File: src/hw/rtl/leg_foot_trajectory_generator_defines.svh
// Assertion macros shared by the foot trajectory generator RTL.
`ifndef LEG_FOOT_TRAJECTORY_GENERATOR_DEFINES_SVH
`define LEG_FOOT_TRAJECTORY_GENERATOR_DEFINES_SVH
`ifndef SYNTHESIS
`define LFTG_ASSERT_IMPL(label, ante, cons) \
	label: assert property (@(posedge clk) disable iff (!arst_n) (ante) |-> (cons)) \
		else $error("lftg: check failed");
`define LFTG_ASSERT_NEXT(label, ante, cons) \
	label: assert property (@(posedge clk) disable iff (!arst_n) (ante) |=> (cons)) \
		else $error("lftg: check failed");
`else
`define LFTG_ASSERT_IMPL(label, ante, cons)
`define LFTG_ASSERT_NEXT(label, ante, cons)
`endif
`endif

File: src/hw/rtl/lftg_pkg.sv
// Types, constants and helper functions of the foot trajectory generator.
package lftg_pkg;

	localparam int LEN_W   = 24;
	localparam int TIME_W  = 24;
	localparam int ANG_W   = 16;
	localparam int DUTY_W  = 16;
	localparam int DH_W    = 20;
	localparam int DIVS_W  = 16;
	localparam int STR_W   = LEN_W - 1;
	localparam int TT_W    = TIME_W + DUTY_W;
	localparam int NUM_W   = TT_W + ANG_W - 1;
	localparam int REM_W   = TT_W + 2;
	localparam int QUO_W   = STR_W;
	localparam int CNT_W   = $clog2(NUM_W + 1);
	localparam int CS_W    = 33;
	localparam int CORDIC_STEPS = 20;
	localparam int IT_W    = 5;
	localparam int MOP_W   = 34;
	localparam int PROD_W  = 2 * MOP_W;
	localparam int SUM_W   = 48;
	localparam int CFG_W   = 24;
	localparam int IDX_W   = 3;
	localparam int IN_W    = 128;
	localparam int OUT_W   = 3 * LEN_W;
	localparam int USER_W  = 2;

	localparam logic signed [SUM_W-1:0] FAR_EDGE = SUM_W'(62915);
	localparam logic signed [CS_W-1:0] CORDIC_GAIN = CS_W'(652032874);
	localparam logic signed [SUM_W-1:0] SAT_HI = SUM_W'((64'sd1 <<< (LEN_W - 1)) - 64'sd1);
	localparam logic signed [SUM_W-1:0] SAT_LO = -SAT_HI - SUM_W'(1);

	typedef enum logic [IDX_W-1:0] {
		REG_DUTY, REG_STEP_H, REG_OFF_X, REG_OFF_Y, REG_OFF_Z, REG_MOUNT
	} reg_idx_t;

	typedef enum logic [2:0] {
		MUL_DT, MUL_END, MUL_SWX, MUL_SWZ, MUL_ROTX, MUL_ROTY
	} mul_sel_t;

	typedef enum logic [4:0] {
		ST_IDLE, ST_PREP, ST_TEST, ST_ENDT, ST_DIV, ST_STX, ST_CLD1, ST_CW1,
		ST_MX, ST_MZ, ST_SWZ, ST_CLD2, ST_CW2, ST_RX, ST_RY, ST_RZ, ST_OUT
	} state_t;

	typedef struct packed {
		logic     load_in;
		logic     first_init;
		mul_sel_t mul_sel;
		logic     cap_test;
		logic     cap_end;
		logic     div_step;
		logic     cap_stx;
		logic     cord_load;
		logic     cord_rot;
		logic     cord_step;
		logic     cap_swx;
		logic     cap_swz;
		logic     cap_fx;
		logic     cap_fyz;
		logic     out_load;
	} cmd_t;

	typedef struct packed {
		logic stance;
		logic den_zero;
		logic div_last;
		logic cord_last;
		logic out_busy;
	} stat_t;

	function automatic logic signed [CS_W-1:0] atan_lut(input logic [IT_W-1:0] i);
		logic signed [CS_W-1:0] v;
		case (i)
			5'd0:    v = CS_W'(32'h20000000);
			5'd1:    v = CS_W'(32'h12E4051E);
			5'd2:    v = CS_W'(32'h09FB385B);
			5'd3:    v = CS_W'(32'h051111D4);
			5'd4:    v = CS_W'(32'h028B0D43);
			5'd5:    v = CS_W'(32'h0145D7E1);
			5'd6:    v = CS_W'(32'h00A2F61E);
			5'd7:    v = CS_W'(32'h00517C55);
			5'd8:    v = CS_W'(32'h0028BE53);
			5'd9:    v = CS_W'(32'h00145F2F);
			5'd10:   v = CS_W'(32'h000A2F98);
			5'd11:   v = CS_W'(32'h000517CC);
			5'd12:   v = CS_W'(32'h00028BE6);
			5'd13:   v = CS_W'(32'h000145F3);
			5'd14:   v = CS_W'(32'h0000A2FA);
			5'd15:   v = CS_W'(32'h0000517D);
			5'd16:   v = CS_W'(32'h000028BE);
			5'd17:   v = CS_W'(32'h0000145F);
			5'd18:   v = CS_W'(32'h00000A30);
			5'd19:   v = CS_W'(32'h00000518);
			default: v = '0;
		endcase
		return v;
	endfunction

	function automatic logic signed [LEN_W-1:0] sat_len(input logic signed [SUM_W-1:0] v);
		logic signed [LEN_W-1:0] r;
		if (v > SAT_HI)
			r = SAT_HI[LEN_W-1:0];
		else if (v < SAT_LO)
			r = SAT_LO[LEN_W-1:0];
		else
			r = v[LEN_W-1:0];
		return r;
	endfunction

endpackage

File: src/hw/rtl/lftg_ctrl.sv
// Controller state machine sequencing the datapath for one sample.
`include "leg_foot_trajectory_generator_defines.svh"
module lftg_ctrl (
	input  logic             clk,
	input  logic             arst_n,
	input  logic             s_tvalid,
	output logic             s_tready,
	input  lftg_pkg::stat_t  stat,
	output lftg_pkg::cmd_t   cmd
);
	lftg_pkg::state_t state_q, state_d;

	always_ff @(posedge clk or negedge arst_n) begin
		if (!arst_n)
			state_q <= lftg_pkg::ST_IDLE;
		else
			state_q <= state_d;
	end

	always_comb begin
		state_d  = state_q;
		cmd      = '0;
		s_tready = 1'b0;
		unique case (state_q)
			lftg_pkg::ST_IDLE: begin
				s_tready = 1'b1;
				if (s_tvalid) begin
					cmd.load_in = 1'b1;
					state_d     = lftg_pkg::ST_PREP;
				end
			end
			lftg_pkg::ST_PREP: begin
				cmd.first_init = 1'b1;
				cmd.mul_sel    = lftg_pkg::MUL_DT;
				state_d        = lftg_pkg::ST_TEST;
			end
			lftg_pkg::ST_TEST: begin
				cmd.cap_test = 1'b1;
				cmd.mul_sel  = lftg_pkg::MUL_END;
				state_d      = lftg_pkg::ST_ENDT;
			end
			lftg_pkg::ST_ENDT: begin
				cmd.cap_end = 1'b1;
				if (!stat.stance && stat.den_zero)
					state_d = lftg_pkg::ST_CLD1;
				else
					state_d = lftg_pkg::ST_DIV;
			end
			lftg_pkg::ST_DIV: begin
				cmd.div_step = 1'b1;
				if (stat.div_last)
					state_d = stat.stance ? lftg_pkg::ST_STX : lftg_pkg::ST_CLD1;
			end
			lftg_pkg::ST_STX: begin
				cmd.cap_stx = 1'b1;
				state_d     = lftg_pkg::ST_CLD2;
			end
			lftg_pkg::ST_CLD1: begin
				cmd.cord_load = 1'b1;
				state_d       = lftg_pkg::ST_CW1;
			end
			lftg_pkg::ST_CW1: begin
				cmd.cord_step = 1'b1;
				if (stat.cord_last)
					state_d = lftg_pkg::ST_MX;
			end
			lftg_pkg::ST_MX: begin
				cmd.mul_sel = lftg_pkg::MUL_SWX;
				state_d     = lftg_pkg::ST_MZ;
			end
			lftg_pkg::ST_MZ: begin
				cmd.cap_swx = 1'b1;
				cmd.mul_sel = lftg_pkg::MUL_SWZ;
				state_d     = lftg_pkg::ST_SWZ;
			end
			lftg_pkg::ST_SWZ: begin
				cmd.cap_swz = 1'b1;
				state_d     = lftg_pkg::ST_CLD2;
			end
			lftg_pkg::ST_CLD2: begin
				cmd.cord_load = 1'b1;
				cmd.cord_rot  = 1'b1;
				state_d       = lftg_pkg::ST_CW2;
			end
			lftg_pkg::ST_CW2: begin
				cmd.cord_step = 1'b1;
				if (stat.cord_last)
					state_d = lftg_pkg::ST_RX;
			end
			lftg_pkg::ST_RX: begin
				cmd.mul_sel = lftg_pkg::MUL_ROTX;
				state_d     = lftg_pkg::ST_RY;
			end
			lftg_pkg::ST_RY: begin
				cmd.cap_fx  = 1'b1;
				cmd.mul_sel = lftg_pkg::MUL_ROTY;
				state_d     = lftg_pkg::ST_RZ;
			end
			lftg_pkg::ST_RZ: begin
				cmd.cap_fyz = 1'b1;
				state_d     = lftg_pkg::ST_OUT;
			end
			lftg_pkg::ST_OUT: begin
				if (!stat.out_busy) begin
					cmd.out_load = 1'b1;
					state_d      = lftg_pkg::ST_IDLE;
				end
			end
			default: state_d = lftg_pkg::ST_IDLE;
		endcase
	end

	`LFTG_ASSERT_NEXT(a_out_then_idle, cmd.out_load, state_q == lftg_pkg::ST_IDLE)
	`LFTG_ASSERT_NEXT(a_flat_swing_skips_div, state_q == lftg_pkg::ST_ENDT && !stat.stance && stat.den_zero, state_q == lftg_pkg::ST_CLD1)
	`LFTG_ASSERT_IMPL(a_no_load_while_busy, state_q == lftg_pkg::ST_OUT && stat.out_busy, !cmd.out_load && !s_tready)

endmodule

File: config.mk
export PLATFORM = sky130hd
export DESIGN_NAME = lftg_ctrl
export DESIGN_NICKNAME = d
export VERILOG_FILES = /design/src/hw/rtl/lftg_pkg.sv /design/src/hw/rtl/lftg_ctrl.sv
export VERILOG_INCLUDE_DIRS = /design/src /design/src/hw/rtl
export SDC_FILE = /design/constraint.sdc
export NUM_CORES = 1
export LEC_CHECK = 0
export BUFFER_PORTS_ARGS = -buffer_cell sky130_fd_sc_hd__buf_2
export CORE_AREA = 2 2 39 41
export DETAILED_ROUTE_END_ITERATION = 16
export DIE_AREA = 0 0 41 43
export GPL_ROUTABILITY_DRIVEN = 1
export PLACE_DENSITY = 0.72
export RECOVER_POWER = 100
export SLEW_MARGIN = 20
export SYNTH_ARGS = -nofsm -noshare
export SYNTH_HDL_FRONTEND = slang
export SYNTH_SLANG_ARGS = --single-unit
File: constraint.sdc
create_clock -name clk -period 3.7 [get_ports clk]
set_clock_uncertainty 0.15 [all_clocks]
set_input_delay 0.74 -clock clk [delete_from_list [all_inputs] [get_ports clk]]
set_output_delay 0.74 -clock clk [all_outputs]
set_load 0.02 [all_outputs]
* After elaboration in Yosys (flattened, before gate mapping) *
Cells that the tools add are included.

operators by class
  mux-type cells = 26
  equality and inequality tests = 21
  reduce and logical (&&, ||, !) cells = 7

operator list
  kind                count
  $pmux 5 s16         1
  $eq 5x4->1 const B  8
  $mux 5              5
  $eq 5x3->1 const B  4
  $mux 1              17
  $pmux 3 s5          1
  $eq 5x2->1 const B  2
  $ne 2x2->1 const B  5
  $reduce_or 2->1     3
  $eq 5x1->1 const B  1
  $eq 5x5->1 const B  1
  $logic_not 5->1     1
  $reduce_and 5->1    1
  $mux 2              2
  $logic_and 1x1->1   1
  $logic_not 1->1     1

storage, ports and cells
  output and inout bits = 18
  flip-flop bits (word level) = 5

* Logic depth before layout (Yosys ltp) *
  word-level depth = 4
  depth in mapped cells = 5
  depth with buffers taken out = 4

* Worst setup path before layout *
No wires, ideal clock.

  path type = register -> output
  start = register state_q[3]
  end = output cmd[16] in the netlist's numbering
  path slack = 1.175 ns
  path buffers = 0
  stages on the path, launching flop included = 4
  arrival time = 1.635 ns
  cell sequence = dfrtp_1 > or3_4 > nor3_1 > and2_1

RTL lines
  what                    line             text
  start, declared         lftg_ctrl.sv:11  lftg_pkg::state_t state_q, state_d;
  start signal, assigned  lftg_ctrl.sv:15  state_q <= lftg_pkg::ST_IDLE;
  start signal, assigned  lftg_ctrl.sv:17  state_q <= state_d;
  end, declared           lftg_ctrl.sv:9   output lftg_pkg::cmd_t cmd

==> results.py <==
metrics = {
    "placement": {
        "place_hpwl_mm": 1.05,
        "place.gp.congestion": 0.777,
        "port_buffers": 25,
        "dpl_cell_area_um2": 668,
        "dp.cells": 115,
    },
    "power": {
        "clock_power_share_pct": 9.5,
        "switching_share_pct": 56.4,
        "p_int_mw": 0.283,
        "power_frac_seq_pct": 27.9,
        "leakagePower_nw": 0.296,
        "vdd_ir_drop_max_mv": 0.368,
        "pwr-share-comb_pct": 62.6,
        "power_switching_mw": 0.366,
        "p_per_area_mw_per_mm2": 969,
    },
    "clock_tree": {
        "hold_buffers": 0,
        "cts_sinks": 5,
        "post_cts_buffers": 0,
        "htree_levels": 1,
        "clock_path_buffers": 2,
        "ctsResizeCount": 0,
        "clkLatencyLatePin_ns": 0.24,
        "numCtsBuffers": 3,
        "cts_tree": "built",
        "cts_root_buf": "clkbuf_4",
        "path_clk_slew_ns": 0.05,
    },
    "final_layout": {
        "num-nets-final": 112,
        "top_register": "state_q",
        "layout-drive-gt1-share_pct": 15.5,
        "layout_common_cells": "17 x clkbuf_1, 13 x nor2_1, 8 x buf_2",
        "final_common_cell": "clkbuf_1",
        "final_core_util_pct": 48.4,
        "fin_area_um2": 669,
        "reg_top3": "state_q: 5 flops",
        "largest_reg_flops": 5,
        "fin_cells": 119,
        "area_growth_pct": 22.4,
        "antenna_cells": 0,
    },
    "sta": {
        "layout_min_cycle_time_ns": 2.72,
        "setup_violations": 0,
        "tns_ns": 0,
        "finalHoldViolCount": 0,
        "worst_pin_slew_ns": 0.538,
        "clock.fmax_ghz": 0.368,
        "slew_violations": 0,
        "period_share_pct": 73.4,
        "hold_slack_ns": 0.187,
        "rsz0062_at_grt": "no",
        "maxSlewHeadroom_pct": 63.7,
    },
    "critical_path": {
        "rr_startpoint": "state_q[2]$_DFFE_PN0P_",
        "start_kind": "flop",
        "cp.arrival_ns": 1.83,
        "worst_ep_required_time_ns": 2.81,
        "r2r_slack_ns": 1.76,
        "path_max_fanout": 16,
        "timing.rr.end": "state_q[1]$_DFFE_PN0P_",
        "rr_worst_depth": 4,
        "end_kind": "output port",
        "crit_type": "reg2out",
    },
    "logic_synthesis": {
        "synth-warning-count": 0,
        "syn_inst": 80,
        "syn_area_um2": 547,
        "postSynthAreaPerCell_um2": 6.83,
        "yosys_register_bits": 5,
        "yosysSeqAreaShare_pct": 22.9,
        "synth.distinct_cells": 29,
        "synth_nets": 88,
    },
    "floorplanning": {
        "die_w_um": 41,
        "die_height_um": 43,
        "core_area_mm2": 0.00138,
        "start_util_pct": 39.5,
        "rows": 14,
        "die_area_mm2": 0.00176,
        "ioPinCount": 26,
    },
    "drt": {
        "ant_nets": 0,
        "routed_wl_mm": 1.38,
        "firstDrtPassIters": 4,
        "routedWlPerCell_um": 11.6,
        "vias_per_cell": 5.34,
        "drtIter0Drc": 14,
        "drc": 0,
        "via_count": 635,
    },
    "global_routing": {
        "grt_pass1_vias": 485,
        "grt_pass1_wl_mm": 2.17,
        "grt_remaining_overflow": 0,
        "grt.total_usage_pct": 17.0,
        "antenna_found_initial": 0,
        "grt_start_max_net_pins": 18,
    },
    "hold_path": {
        "hold_class": "in2async",
    },
    "outcome": {
        "status": "complete, no violations",
    },
    "job": {
        "drv_cap": 0,
    },
}
[Yosys cell counts]
cell type | instances | area, µm²
or3_1 | 1 | 6.26
nor4_1 | 3 | 18.8
o21ai_1 | 1 | 5.00
a31o_2 | 1 | 8.76
o2111ai_1 | 2 | 17.5
nor2_1 | 13 | 48.8
and3_1 | 1 | 6.26
and3b_1 | 1 | 8.76
dfrtp_1 | 5 | 125
nand4_1 | 1 | 6.26
nand2_1 | 7 | 26.3
a21oi_1 | 6 | 30.0
nor3_1 | 5 | 25.0
a2bb2oi_1 | 2 | 17.5
xnor2_1 | 1 | 8.76
o2bb2ai_1 | 1 | 8.76
o22ai_1 | 1 | 6.26
nand2b_1 | 3 | 18.8
nor2b_1 | 4 | 25.0
o211ai_1 | 1 | 7.51
nand3_2 | 1 | 10.0
and2_1 | 3 | 18.8
or3_4 | 2 | 22.5
buf_2 | 1 | 5.00
a31oi_1 | 1 | 6.26
inv_1 | 4 | 15.0
nor3b_1 | 2 | 15.0
clkbuf_1 | 5 | 18.8
or4b_2 | 1 | 10.0
[final cells by class]
type	count	area [µm²]
fillers	158	714
multi-input cells	65	378
flip-flops and latches	5	125
repair buffers	25	104
clock buffers	3	22.5
well taps	16	20.0
inverters	4	15.0
clock inverters	1	5.00
[cell families (layout without fill, tap and decap cells)]
kind of cell              after synthesis  after routing  synth area share (%)
xor gates and xnor gates                1              1                  1.60
DFF                                     5              5                  22.9
and+or+nand+nor                        48             48                  48.7
AOI/OAI and AO/OA                      16             16                  19.7
buffers and inverters                  10             33                  7.09
[power by group through the flow]
stage                     clock, mW  sequential (mW)  combinational, mW
after detailed placement          0            0.180              0.424
after global placement            0            0.178              0.420
after CTS                    0.0643            0.180              0.427
after global routing         0.0678            0.191              0.452
final                        0.0614            0.181              0.406
after floorplan                   0            0.107              0.393
[layer usage]
metal,vias to the layer above,part of all wire (%),GRT usage (%)
met5,-,0,0
met4,0,0,2.00
met3,0,4.3,3.14
met2,15,49,25.0
met1,291,47,26.2
li1,329,-,-
[stage by stage]
stage / worst slack (ns) / power (mW)
floorplan: 1.17 / 0.500
global placement: 1.38 / 0.598
detailed placement: 1.36 / 0.605
CTS: 1.08 / 0.671
global route: 0.885 / 0.711
finish: 0.983 / 0.649
[critical path, stage by stage, from the launching register on]
cell and delay (ns):
dfrtp_1 0.53, or3_1 0.49, nor3_1 0.19, and2_1 0.15
clkbuf_1 0.22
[how the worst max path moves through the flow]
stage,start,endpoint,cells past startpoint,slack (ns)
detailed placement,state_q[3]$_DFFE_PN0P_,cmd[16],4,1.36
finish,state_q[3]$_DFFE_PN0P_,cmd[16],4,0.98
global route,state_q[3]$_DFFE_PN0P_,cmd[16],4,0.88
global placement,state_q[3]$_DFFE_PN0P_,cmd[16],4,1.38
floorplan,state_q[3]$_DFFE_PN0P_,cmd[16],3,1.17
CTS,state_q[3]$_DFFE_PN0P_,cmd[16],4,1.08
Power figures use the tool's default switching activity.
